==> src/hdl/pi_ci_pkg.sv <==
// Shared types, constants and fixed-point helpers for the PI controller.
`timescale 1ns / 1ps

package pi_ci_pkg;

  localparam int DATA_W = 32;
  localparam int FRAC_W = 16;
  localparam int OPND_W = DATA_W + 1;
  localparam int PROD_W = 2 * OPND_W;
  localparam int REG_IDX_W = 2;
  localparam int ADDR_W = REG_IDX_W + 2;

  localparam logic signed [DATA_W-1:0] DATA_MAX = {1'b0, {(DATA_W-1){1'b1}}};
  localparam logic signed [DATA_W-1:0] DATA_MIN = {1'b1, {(DATA_W-1){1'b0}}};
  localparam logic signed [PROD_W-1:0] DATA_MAX_EXT =
    {{(PROD_W-DATA_W+1){1'b0}}, {(DATA_W-1){1'b1}}};
  localparam logic signed [PROD_W-1:0] DATA_MIN_EXT =
    {{(PROD_W-DATA_W+1){1'b1}}, {(DATA_W-1){1'b0}}};

  localparam logic signed [DATA_W-1:0] PROP_GAIN_RST = DATA_W'(1 << FRAC_W);

  typedef enum logic [REG_IDX_W-1:0] {
    REG_PROP_GAIN  = 2'd0,
    REG_INTEG_GAIN = 2'd1,
    REG_LIMIT_LOW  = 2'd2,
    REG_LIMIT_HIGH = 2'd3
  } reg_idx_t;

  typedef struct packed {
    logic signed [DATA_W-1:0] prop_gain;
    logic signed [DATA_W-1:0] integ_gain;
    logic signed [DATA_W-1:0] limit_low;
    logic signed [DATA_W-1:0] limit_high;
  } cfg_t;

  typedef enum logic [1:0] {
    ALU_HOLD  = 2'd0,
    ALU_MUL   = 2'd1,
    ALU_SCALE = 2'd2,
    ALU_ADD   = 2'd3
  } alu_op_t;

  // Clip a wide signed value to the data range.
  function automatic logic signed [DATA_W-1:0] sat_data(input logic signed [PROD_W-1:0] v);
    logic signed [DATA_W-1:0] r;
    if (v > DATA_MAX_EXT) begin
      r = DATA_MAX;
    end else if (v < DATA_MIN_EXT) begin
      r = DATA_MIN;
    end else begin
      r = v[DATA_W-1:0];
    end
    return r;
  endfunction

  function automatic logic signed [OPND_W-1:0] sext_opnd(input logic signed [DATA_W-1:0] v);
    return {v[DATA_W-1], v};
  endfunction

endpackage

==> src/hdl/pi_ci_cfg_regs.sv <==
// APB register file holding the controller gains and output limits.
`timescale 1ns / 1ps

module pi_ci_cfg_regs (
  input  logic                         clk,
  input  logic                         rst_n,
  input  logic                         psel,
  input  logic                         penable,
  input  logic                         pwrite,
  input  logic [pi_ci_pkg::ADDR_W-1:0] paddr,
  input  logic [31:0]                  pwdata,
  output logic [31:0]                  prdata,
  output logic                         pready,
  output pi_ci_pkg::cfg_t              cfg
);
  import pi_ci_pkg::*;

  cfg_t     cfg_r;
  reg_idx_t idx;
  logic     wr_en;

  assign idx    = reg_idx_t'(paddr[ADDR_W-1:2]);
  assign wr_en  = psel && penable && pwrite && pready;
  assign pready = 1'b1;
  assign cfg    = cfg_r;

  always_ff @(posedge clk) begin
    if (!rst_n) begin
      cfg_r.prop_gain  <= PROP_GAIN_RST;
      cfg_r.integ_gain <= '0;
      cfg_r.limit_low  <= DATA_MIN;
      cfg_r.limit_high <= DATA_MAX;
    end else if (wr_en) begin
      unique case (idx)
        REG_PROP_GAIN:  cfg_r.prop_gain  <= pwdata;
        REG_INTEG_GAIN: cfg_r.integ_gain <= pwdata;
        REG_LIMIT_LOW:  cfg_r.limit_low  <= pwdata;
        REG_LIMIT_HIGH: cfg_r.limit_high <= pwdata;
      endcase
    end
  end

  always_comb begin
    unique case (idx)
      REG_PROP_GAIN:  prdata = cfg_r.prop_gain;
      REG_INTEG_GAIN: prdata = cfg_r.integ_gain;
      REG_LIMIT_LOW:  prdata = cfg_r.limit_low;
      REG_LIMIT_HIGH: prdata = cfg_r.limit_high;
    endcase
  end

endmodule

==> config.mk <==
export PLATFORM = sky130hd
export DESIGN_NAME = pi_ci_cfg_regs
export DESIGN_NICKNAME = d
export VERILOG_FILES = /design/src/hdl/pi_ci_pkg.sv /design/src/hdl/pi_ci_cfg_regs.sv
export SDC_FILE = /design/constraint.sdc
export NUM_CORES = 1
export LEC_CHECK = 0
export ABC_AREA = 1
export ABC_CLOCK_PERIOD_IN_PS = 2510
export CAP_MARGIN = 20
export CORE_MARGIN = 2
export CORE_UTILIZATION = 55
export DETAILED_ROUTE_END_ITERATION = 8
export DONT_BUFFER_PORTS = 1
export PLACE_DENSITY_LB_ADDON = 0.2
export SKIP_LAST_GASP = 1
export SYNTH_ARGS = -nofsm -noshare
export SYNTH_HDL_FRONTEND = slang
export SYNTH_SLANG_ARGS = --single-unit
==> constraint.sdc <==
create_clock -name clk -period 2.51 [get_ports clk]
set_clock_uncertainty 0.2 [all_clocks]
set_input_delay 0.502 -clock clk [delete_from_list [all_inputs] [get_ports clk]]
set_output_delay 0.502 -clock clk [all_outputs]
set_load 0.005 [all_outputs]
## Yosys cells after proc, flatten, opt, wreduce, memory -nomap -nowiden

Cells that the tools add are included.

| operators by class | value |
|---|---|
| equal/unequal tests | 3 |
| multiplexer cells | 1 |
| reduce and logical (&&, ||, !) cells | 7 |

Operators with widths:

| operator | count |
|---|---|
| $pmux 32 s4 | 1 |
| $reduce_and 2->1 | 4 |
| $eq 2x2->1 const B | 2 |
| $eq 2x1->1 const B | 1 |
| $logic_and 1x1->1 | 2 |
| $logic_not 2->1 | 1 |

| word-level totals | value |
|---|---|
| flip-flop bits (word level) | 128 |
| input port bits | 41 |
| output and inout port bits | 161 |
| word-level logic and storage cells | 15 |

## Depth between registers and ports, before layout

Gate-level depths: netlist of the first run.

| logic depth | value |
|---|---|
| word-level depth | 3 |
| gate-level depth with buffers | 7 |
| depth with buffers taken out | 5 |

## Worst setup path before layout of the first run

No wires, ideal clock.

| timing path | value |
|---|---|
| kind | input -> output |
| start point | in paddr[3] (netlist name) |
| end point | out prdata[28] |
| arrival | 1.182 ns |
| data required time | 1.808 ns |
| path slack | 0.626 ns |
| cell stages on the path | 4 |
| path buffers | 1 |
| path through | nor2_2 clkbuf_1 nand2_1 nand4_1 |

| between the ends | value |
|---|---|
| longest elaborated chain between the ends | 2 |
| elaborated cells between the ends (all ways) | 5 |
| classes of those cells | 3 x eq/ne; 1 x mux; 1 x reduce/logical |

Ends and longest elaborated chain:

| item | line | RTL |
|---|---|---|
| start: declaration | pi_ci_cfg_regs.sv:10 | `input logic [pi_ci_pkg::ADDR_W-1:0] paddr,` |
| $eq 2x2->1, or another cell as far along | pi_ci_cfg_regs.sv:44 | `unique case (idx)` |
| $pmux 32 s4 (*) | pi_ci_cfg_regs.sv:44 |  |
| end: declaration | pi_ci_cfg_regs.sv:12 | `output logic [31:0] prdata,` |

Mark *: on every way between the ends. The rest lies on a longest branch, timed or not.

## Final worst setup path of the first run

| timing path | value |
|---|---|
| start point | in paddr[2] (netlist name) |
| end point | reg cfg_r (netlist bit cfg[24]) |

| between the ends | value |
|---|---|
| longest elaborated chain between the ends | 2 |

Ends and longest elaborated chain:

| item | line | RTL |
|---|---|---|
| $eq 2x2->1 | pi_ci_cfg_regs.sv:34 | `unique case (idx)` |
| $reduce_and 2->1 (no source line) | - |  |
| end: declaration | pi_ci_cfg_regs.sv:18 | `cfg_t cfg_r;` |

Every way passes these cells.
A chain may end at the register's enable or synchronous reset.

==> key figures, run 1 <==
Logic synthesis
  • Syn nets: 921
  • #FFs+latches synth: 128
  • Count of cell types in the netlist: 15
  • Synth Instances: 880
  • Sequential share of the synthesized area: 44.9%
  • Synthesized area per cell: 6.49 µm²
  • Ys Warns: 0
  • Synth Cell Area: 5710 µm²

Placed design
  • Post-DP Area: 5860 µm²
  • Port bufs: 0
  • DP HPWL: 10,500 µm
  • GP Congestion: 0.795

CTS
  • # resized after CTS: 0
  • CTS root buf: clkbuf_8
  • Clock Sinks: 128
  • Max Root-Sink Buffers: 2
  • H-tree levels: 4
  • CTS tree: built
  • Worst skew pair latency: 0.52 ns
  • CTS buffer count: 17
  • # Post-CTS Setup Buffers: 0
  • Clock-pin transition on the worst setup and hold timing paths: 0.06 ns

GRT
  • Vias in the first global route: 5,625
  • Global-route wire length before repair: 28,200 µm
  • Largest net degree at the start of global routing: 101
  • Initial antenna violation count: 0
  • Total gr overflow: 0
  • Gr usage total: 31.7%

Worst setup path
  • Setup crit end kind: flop
  • Cell Chain, Critical Path: nand2_1 > inv_2 > nand2_1 > buf_4 > nand2_1 > nand3_1 > dlygate4sd3_1
  • Cell mode on critical path: nand2_1
  • Critical-path maximum fanout: 23
  • Startpoint types: input port
  • Critical Path RT: 2.70 ns
  • CP max-delay cell: dlygate4sd3_1
  • CP arrival: 2.28 ns
  • Crit Path Category: in2reg
  • Critical Path Max Stage Delay: 0.61 ns

Final layout
  • Register area: 2560 µm²
  • Ant. Diodes: 0
  • Area growth syn-to-layout: 20.9%
  • Multi-input logic area: 2760 µm²
  • Fin nets: 932
  • Max FFs per register: 128
  • Layout cell share with drive strength beyond 1: 6.64%
  • Post-route cell area: 6900 µm²
  • Filler instances: 857

Die
  • Number of cell rows: 37
  • IO Count: 202
  • Core area: 10,200 µm²
  • Die Ht: 106 µm
  • Starting density of the core: 56.1%
  • Die Width: 106 µm
  • Die footprint: 11,200 µm²

Pwr
  • Pwr/cell area: 775 nW/µm²
  • Logic gate share of total power: 7.0%
  • Peak supply drop: 0.382 mV
  • Internal power: 4.19 mW
  • Seq pwr share: 39.8%
  • Clock power share: 53.2%
  • Sw frac: 21.6%
  • LEAKAGE: 2.91 nW
  • Sw Pwr: 1.16 mW

Timing
  • Setup tns final: 0 ns
  • Time the worst path needs with I/O delays and setup: 2.09 ns
  • Final hold vios: 0
  • Fin crit share: 83.3%
  • Fin. max-slew vios: 0
  • Max Fclk: 478 MHz
  • Final setup fails: 0
  • Setup repair after global routing missed its margin: no

Detailed routing
  • Vias per cell: 5.60
  • # DRC: 0
  • Initial drt markers: 542
  • Detail Route Antenna Nets: 0
  • DRT Pass-1 Iters: 5
  • Routed wire length per instance: 16.9 µm
  • WL final: 17,500 µm
  • Routed via count: 5,821

Run status
  • Status: completed

Run
  • Max-cap check violation count: 0

Min path
  • Hold Path Class: in2reg
==> power groups by stage <==
stage | clock network (mW) | registers, mW | logic [mW]
after floorplan | 0 | 2.16 | 0.266
after global placement | 0 | 2.17 | 0.311
after CTS | 2.88 | 2.13 | 0.369
final | 2.85 | 2.13 | 0.375
after global routing | 2.98 | 2.13 | 0.417
after detailed placement | 0 | 2.17 | 0.322
==> layout make-up <==
type                            instances  area share (%)
Multi-Input combinational cell        655            39.9
Sequential cell                       128            37.1
Timing Repair Buffer                   53            8.52
Clock buffer                           21            6.65
Clock inverter                         10            3.34
Tap cell                              136            2.47
Inverter                               36            1.96
==> path summary, 6_finish.rpt <==
kind                                  from      end  slack (ns)  depth (start not counted)
worst min-delay path            pwdata[16]  cfg[80]        0.03                          4
worst max register to register     cfg[63]  cfg[63]        1.06                          3
worst max-delay path              paddr[2]  cfg[24]        0.42                          7
worst min register to register     cfg[69]  cfg[69]        0.32                          2
==> cell usage after synthesis (all sizes together) <==
| cell type | number | area, µm² |
|---|---|---|
| conb | 1 | 3.75 |
| o21ai | 2 | 10.0 |
| nand3 | 129 | 646 |
| inv | 36 | 135 |
| nand4 | 32 | 200 |
| clkbuf | 14 | 52.6 |
| nor2 | 198 | 771 |
| nand2 | 293 | 1100 |
| buf | 47 | 231 |
| dfxtp | 128 | 2560 |
==> cell families (layout without fill, tap and decap cells) <==
family,count (synthesis),count (layout),synth area share (%)
compound gates,2,2,0.175
buf+inv,97,120,7.34
flops,128,128,44.9
other cells,1,1,0.0657
simple gates,652,652,47.6
==> cells in the final DEF (no fill, tap or decap) <==
cell,instances
buf_4,12
inv_1,34
nor2_1,190
conb_1,1
dlygate4sd3_1,33
nor2_2,1
dfxtp_1,128
clkbuf_1,1
inv_2,2
nor2_4,7
clkinvlp_4,2
nand4_1,32
clkinv_2,1
o21ai_0,2
buf_12,7
nand2_1,293
nand3_1,129
clkbuf_16,16
buf_16,1
bufinv_16,7
clkbuf_8,4
==> critical path, delay by kind of cell <==
family	cells	cell delay, ns
buf+inv	3	1.18
simple gates	4	0.58
==> per-layer routing <==
| metal | track usage [%] | routed length [µm] |
|---|---|---|
| met3 | 9.26 | 1710 |
| met1 | 37.2 | 6810 |
| met5 | 0 | 0 |
| met4 | 13.7 | 356 |
| met2 | 54.1 | 8650 |
==> through the flow <==
| stage | util, % | hold WS [ns] | setup slack (ns) | instances | power [mW] |
|---|---|---|---|---|---|
| 2_1_floorplan | - | 0.275 | 0.626 | 880 | 2.42 |
| 4_1_cts | 67.8 | 0.0178 | 0.493 | 1039 | 5.38 |
| 5_1_grt | 67.8 | 0.0442 | 0.349 | 1039 | 5.53 |
| 3_5_place_dp | 57.5 | 0.294 | 0.495 | 974 | 2.49 |
| 3_3_place_gp | 57.5 | 0.287 | 0.494 | 974 | 2.48 |
| 6_report | 67.8 | 0.0323 | 0.420 | 1039 | 5.35 |
==> timing repair <==
action,in CTS,in global routing
endpoints found under the hold margin,128,0
hold buffers,34,0
setup endpoints to repair,0,0
Note: power is estimated with default switching activity, not from simulation.
==> inputs of run 2 (changes only) <==
--- a/config.mk
+++ b/config.mk
@@ -6,7 +6,7 @@
 export NUM_CORES = 1
 export LEC_CHECK = 0
 export ABC_AREA = 1
-export ABC_CLOCK_PERIOD_IN_PS = 2510
+export ABC_CLOCK_PERIOD_IN_PS = 2100
 export CAP_MARGIN = 20
 export CORE_MARGIN = 2
 export CORE_UTILIZATION = 55
==> constraint.sdc (replaced) <==
create_clock -name clk -period 2.1 [get_ports clk]
set_clock_uncertainty 0.2 [all_clocks]
set_input_delay 0.42 -clock clk [delete_from_list [all_inputs] [get_ports clk]]
set_output_delay 0.42 -clock clk [all_outputs]
set_load 0.005 [all_outputs]
==> run 2 against run 1 <==
Utilization is 3.6 points higher. Non-clock buffer count is 48 higher. Die area stayed put. Total power is 9.6% higher. Critical path depth is 5 lower. Sequential share of layout area is 1.9 points lower. Worst setup slack worse by 0.12 ns. Clock power is 2% lower. Wire length is 5.0% higher.
==> key figures, run 2 (same netlist as run 1, synthesis figures left out) <==
Final layout
  • Fin nets: 980 (+5.2%)
  • Register area: 2560 µm² (unchanged)
  • Filler instances: 837 (-2.3%)
  • Commonest non-fill, non-tap cell in the layout: nand2_1
  • Most frequent cells in the layout: 293 x nand2_1, 190 x nor2_1, 129 x nand3_1
  • Ant. Diodes: 0 (unchanged)
  • Multi-input logic area: 2760 µm² (unchanged)
  • Max FFs per register: 128 (unchanged)
  • Layout cell share with drive strength beyond 1: 6.41% (-0.24 points)
  • Area growth syn-to-layout: 27.2%
  • Final Util: 71.3% (+3.6 points)

Worst setup path
  • Critical R2R Launch: cfg[112]
  • CP max-delay cell: dfxtp_1
  • CP arrival: 1.18 ns (-1.10 ns)
  • Critical path's top delay family: flip-flops
  • Critical Path RT: 1.48 ns (-1.22 ns)
  • Critical Path Max Stage Delay: 0.42 ns (-0.19 ns)
  • Startpoint types: flop
  • Crit path launch: cfg[0]
  • Crit Path Category: reg2out
  • Critical-path maximum fanout: 3 (-87%)
  • Cell Chain, Critical Path: nand2_1 > nand4_1
  • CP bufs+invs: 0 (-3)
  • Setup crit end kind: output port

GRT
  • Vias in the first global route: 5,834 (+3.7%)
  • Largest net degree at the start of global routing: 81 (-20%)
  • Initial antenna violation count: 0 (unchanged)
  • Global-route wire length before repair: 28,700 µm (+1.6%)
  • Gr usage total: 32.3% (+0.60 points)
  • Total gr overflow: 0 (unchanged)

Detailed routing
  • Met1 Wirelength: 7090 µm (+4.1%)
  • Routed wire length per instance: 16.9 µm (+0.24%)
  • Routed wl met2: 8970 µm (+3.7%)
  • WL final: 18,400 µm (+5.0%)
  • Detail Route Antenna Nets: 0 (unchanged)
  • Vias per cell: 5.67 (+1.2%)
  • # DRC: 0 (unchanged)
  • Initial drt markers: 503 (-7.2%)
  • Top layer in use: met4
  • Routed length on met3: 1880 µm (+10%)
  • Routed via count: 6,170 (+6.0%)
  • DRT Pass-1 Iters: 6 (+1)

Die
  • Die Ht: 106 µm (unchanged)
  • Die footprint: 11,200 µm² (unchanged)
  • IO Count: 202 (unchanged)
  • Starting density of the core: 56.1% (unchanged)
  • Number of cell rows: 37 (unchanged)
  • Core area: 10,200 µm² (unchanged)
  • Die Width: 106 µm (unchanged)

CTS
  • Max Root-Sink Buffers: 2 (unchanged)
  • CTS tree: built
  • H-tree levels: 4 (unchanged)
  • Worst skew pair latency: 0.52 ns (about the same)
  • # Post-CTS Setup Buffers: 0 (unchanged)
  • Clock Sinks: 128 (unchanged)
  • CTS root buf: clkbuf_8
  • Clock-pin transition on the worst setup and hold timing paths: 0.06 ns (about the same)
  • CTS buffer count: 17 (unchanged)

Timing
  • Setup tns final: 0 ns (unchanged)
  • Final setup fails: 0 (unchanged)
  • Setup repair after global routing missed its margin: no
  • Fin. max-slew vios: 0 (unchanged)
  • Fin crit share: 85.7%
  • Worst Setup Slack, final: 0.301 ns (-0.119 ns)
  • Time the worst path needs with I/O delays and setup: 1.80 ns
  • Final hold vios: 0 (unchanged)
  • Max Fclk: 556 MHz

Run status
  • Status: completed

Pwr
  • Peak supply drop: 0.433 mV (+13%)
  • Final Power: 5.86 mW (+9.6%)
  • LEAKAGE: 3.05 nW (+4.8%)
  • Pwr/cell area: 807 nW/µm² (+4.1%)

Min path
  • Min-delay src: rst_n
  • Hold Path Class: in2reg

Run
  • Max-cap check violation count: 0 (unchanged)

Placed design
  • Port bufs: 0 (unchanged)
  • GP Congestion: 0.815 (+2.5%)
  • Post-place setup slack: 0.362 ns (-0.133 ns)
  • DP HPWL: 10,300 µm (-2.4%)
-- run 2: changes by cell type in the layout (fill, tap and decap cells not counted), sizes merged --
cell / change
buf: +2
bufinv: -5
clkbuf: +1
clkinv: +4
clkinvlp: +1
dlygate4sd3: +46
-- run 2: power breakdown --
part | internal [mW] | total (mW) | leakage [nW] | switching (mW)
Sequential | 2.48 | 2.54 | 1.04 | 0.0595
Clock | 1.74 | 2.80 | 0.271 | 1.06
Combinational | 0.212 | 0.518 | 1.74 | 0.307
Total | 4.44 | 5.86 | 3.05 | 1.42
-- run 2: area by class of cell --
class | instances | area share (%)
multi-input cells | 655 | 38.0
flip-flops and latches | 128 | 35.3
repair buffers | 101 | 14.8
clock buffers | 22 | 6.23
well taps | 136 | 2.34
inverters | 36 | 1.86
clock inverters | 10 | 1.53
-- run 2: path summary, 6_finish.rpt --
kind	end	slack, ns	cells after the start
min	cfg[117]	0.11	3
min reg2reg	cfg[68]	0.32	2
max	prdata[0]	0.30	2
max reg2reg	cfg[112]	0.64	3
-- run 2: what timing repair did --
item | in CTS | in global routing
hold buffers | 80 | 0
hold endpoints to repair | 128 | 0
setup endpoints to repair | 0 | 0
resized for setup | 0 | 0
-- run 2: routing by layer --
layer / vias up / track usage [%]
met4: 0 / 12.9
li1: 2888 / -
met3: 47 / 10.7
met5: - / 0
met1: 2884 / 37.6
met2: 351 / 55.0
-- run 2: worst min-delay path, stage by stage --
cell and delay, ns:
buf_16 0.20, nand2_1 0.11, nor2_1 0.03
-- run 2: through the flow --
stage / hold WS (ns) / cells / area [µm²]
finish: 0.112 / 1088 / 7270
global route: 0.0952 / 1088 / 7270
CTS: 0.0661 / 1088 / 7270
detailed placement: 0.292 / 976 / 5880
global placement: 0.286 / 976 / 5880
floorplan: 0.275 / 880 / 5710
==> inputs of run 3 (changes only) <==
--- a/config.mk
+++ b/config.mk
@@ -6,7 +6,7 @@
 export NUM_CORES = 1
 export LEC_CHECK = 0
 export ABC_AREA = 1
-export ABC_CLOCK_PERIOD_IN_PS = 2100
+export ABC_CLOCK_PERIOD_IN_PS = 1450
 export CAP_MARGIN = 20
 export CORE_MARGIN = 2
 export CORE_UTILIZATION = 55
==> constraint.sdc (replaced) <==
create_clock -name clk -period 1.45 [get_ports clk]
set_clock_uncertainty 0.2 [all_clocks]
set_input_delay 0.29 -clock clk [delete_from_list [all_inputs] [get_ports clk]]
set_output_delay 0.29 -clock clk [all_outputs]
set_load 0.005 [all_outputs]
==> run 3 against run 2 <==
The run now ends with negative hold slack, negative setup slack left. Total power increased by 52%. Worst setup slack got worse by 0.47 ns. Via count rose by 9.3%. Flip-flop and latch count unchanged. Cell count grew 5.3%. Final area grew 13%. First-iteration DRC count up 17%. Wire length is 19% higher. Clock power rose by 54%. Critical path depth stayed put. Non-clock buffer count grew 58. Critical endpoint unchanged. Largest cell class unchanged.
==> key figures, run 3 (same netlist as run 1, synthesis figures left out) <==
Worst setup path
  • Critical-path maximum fanout: 3 (unchanged)
  • Startpoint types: flop
  • Setup crit end kind: output port
  • Crit Path Category: reg2out
  • CP arrival: 1.13 ns (-0.05 ns)
  • Worst r2r path cells: 3 (unchanged)
  • Critical Path RT: 0.96 ns (-0.52 ns)

CTS
  • Clock-pin transition on the worst setup and hold timing paths: 0.06 ns (about the same)
  • H-tree levels: 4 (unchanged)
  • CTS root buf: clkbuf_8
  • Clock Sinks: 128 (unchanged)
  • Max Root-Sink Buffers: 2 (unchanged)
  • CTS tree: built
  • Worst skew pair latency: 0.54 ns (+0.02 ns)
  • CTS buffer count: 17 (unchanged)

Placed design
  • Port bufs: 0 (unchanged)
  • GP Congestion: 0.765 (-6.0%)
  • Post-place setup slack: -0.00160 ns (-0.364 ns)
  • DP HPWL: 10,900 µm (+6.4%)

Timing
  • Max Fclk: 617 MHz
  • Fin crit share: 112%
  • Final hold vios: 3 (+3)
  • Slew headroom: 62.7%
  • Worst Setup Slack, final: -0.170 ns (-0.471 ns)
  • Setup repair after global routing missed its margin: yes
  • Time the worst path needs with I/O delays and setup: 1.62 ns
  • Final setup fails: 32 (+32)
  • Setup tns final: -3.67 ns (-3.67 ns)
  • Fin. max-slew vios: 0 (unchanged)
  • Worst Tran Pin Value: 0.558 ns
  • Worst Hold Slack: -0.0289 ns (-0.141 ns)

Detailed routing
  • Detail Route Antenna Nets: 0 (unchanged)
  • # DRC: 0 (unchanged)
  • DRT Pass-1 Iters: 5 (-1)
  • Routed via count: 6,742 (+9.3%)
  • Routed wire length per instance: 19.1 µm (+13%)
  • WL final: 21,900 µm (+19%)
  • Vias per cell: 5.88 (+3.7%)
  • Initial drt markers: 586 (+17%)

Final layout
  • Max FFs per register: 128 (unchanged)
  • Layout cell share with drive strength beyond 1: 25.6% (+19 points)
  • Commonest non-fill, non-tap cell in the layout: nand2_1
  • Fin nets: 1,038 (+5.9%)
  • Filler instances: 643 (-23%)
  • Ant. Diodes: 0 (unchanged)
  • Area growth syn-to-layout: 44.1%
  • Most frequent cells in the layout: 271 x nand2_1, 190 x nor2_1, 128 x nand3_1

GRT
  • Total gr overflow: 0 (unchanged)
  • Largest net degree at the start of global routing: 83 (+2.5%)
  • Gr usage total: 37.1% (+4.8 points)
  • Global-route wire length before repair: 32,800 µm (+15%)
  • Vias in the first global route: 6,799 (+17%)
  • Initial antenna violation count: 0 (unchanged)

Die
  • Number of cell rows: 37 (unchanged)
  • Die Ht: 106 µm (unchanged)
  • IO Count: 202 (unchanged)
  • Core area: 10,200 µm² (unchanged)
  • Die Width: 106 µm (unchanged)
  • Starting density of the core: 56.1% (unchanged)
  • Die footprint: 11,200 µm² (unchanged)

Pwr
  • Pwr/cell area: 1080 nW/µm² (+34%)
  • LEAKAGE: 3.41 nW (+12%)
  • Peak supply drop: 0.620 mV (+43%)

Run
  • Max-cap check violation count: 0 (unchanged)

Min path
  • Depth of the worst hold-timing path: 5 (+2)
  • Hold Path Class: in2reg

Run status
  • Status: finished with violations
  • Failing checks: negative hold slack, negative setup slack
-- run 3: changes by cell type in the layout (fill, tap and decap cells not counted), sizes merged --
cell          before  now
dlygate4sd3       79  112
buf               22   41
dlymetal6s4s       0    4
bufinv             2    3
clkbuf            22   21
clkinvlp           3    5
-- run 3: report_power, final --
group | internal [mW] | switching (mW) | total (mW)
clock network | 2.66 | 1.66 | 4.32
logic | 0.433 | 0.512 | 0.945
registers | 3.57 | 0.0911 | 3.66
-- run 3: final timing paths --
check             startpoint        end  slack [ns]
setup / recovery     cfg[96]  prdata[0]       -0.17
hold / removal      paddr[3]    cfg[94]       -0.03
setup reg to reg    cfg[112]   cfg[112]        0.03
hold reg to reg      cfg[54]    cfg[54]        0.31
-- run 3: what timing repair did --
action | 4_1_cts | 5_1_grt
resized for setup | 135 | 74
setup buffers | 0 | 9
endpoints found under the hold margin | 128 | 15
cloned | 0 | 3
pin swaps | 40 | 45
hold buffers | 141 | 2
setup endpoints to repair | 35 | 115
-- run 3: metrics by stage --
stage / area (µm²) / cells / hold slack [ns] / power, mW / util, %
finish: 8230 / 1146 / -0.0289 / 8.93 / 80.8
global route: 8230 / 1146 / 0.0211 / 9.14 / 80.8
CTS: 8200 / 1157 / 0.00245 / 8.86 / 80.5
detailed placement: 5990 / 984 / 0.186 / 4.35 / 58.8
global placement: 5990 / 984 / 0.182 / 4.32 / 58.8
floorplan: 5710 / 880 / 0.216 / 4.19 / -
-- run 3: routing by layer --
layer / GRT usage, % / wire length [µm]
met2: 64.7 / 10900
met1: 40.5 / 7820
met5: 0 / 0
met3: 11.9 / 2500
met4: 18.6 / 689
-- run 3: critical path, cell delays in order, from the launching register on --
cell and delay (ns):
dfxtp_4 0.36, nand2_2 0.06, nand4_1 0.17
-- run 3: final cells by class --
type	instances	area, µm²	share of cell area (%)
multi-input combinational	655	2810	34.2
sequential	128	2790	33.8
timing repair buffer	159	1730	21.0
clock buffer	19	432	5.24
tap	136	170	2.07
clock inverter	13	164	1.99
inverter	36	135	1.64
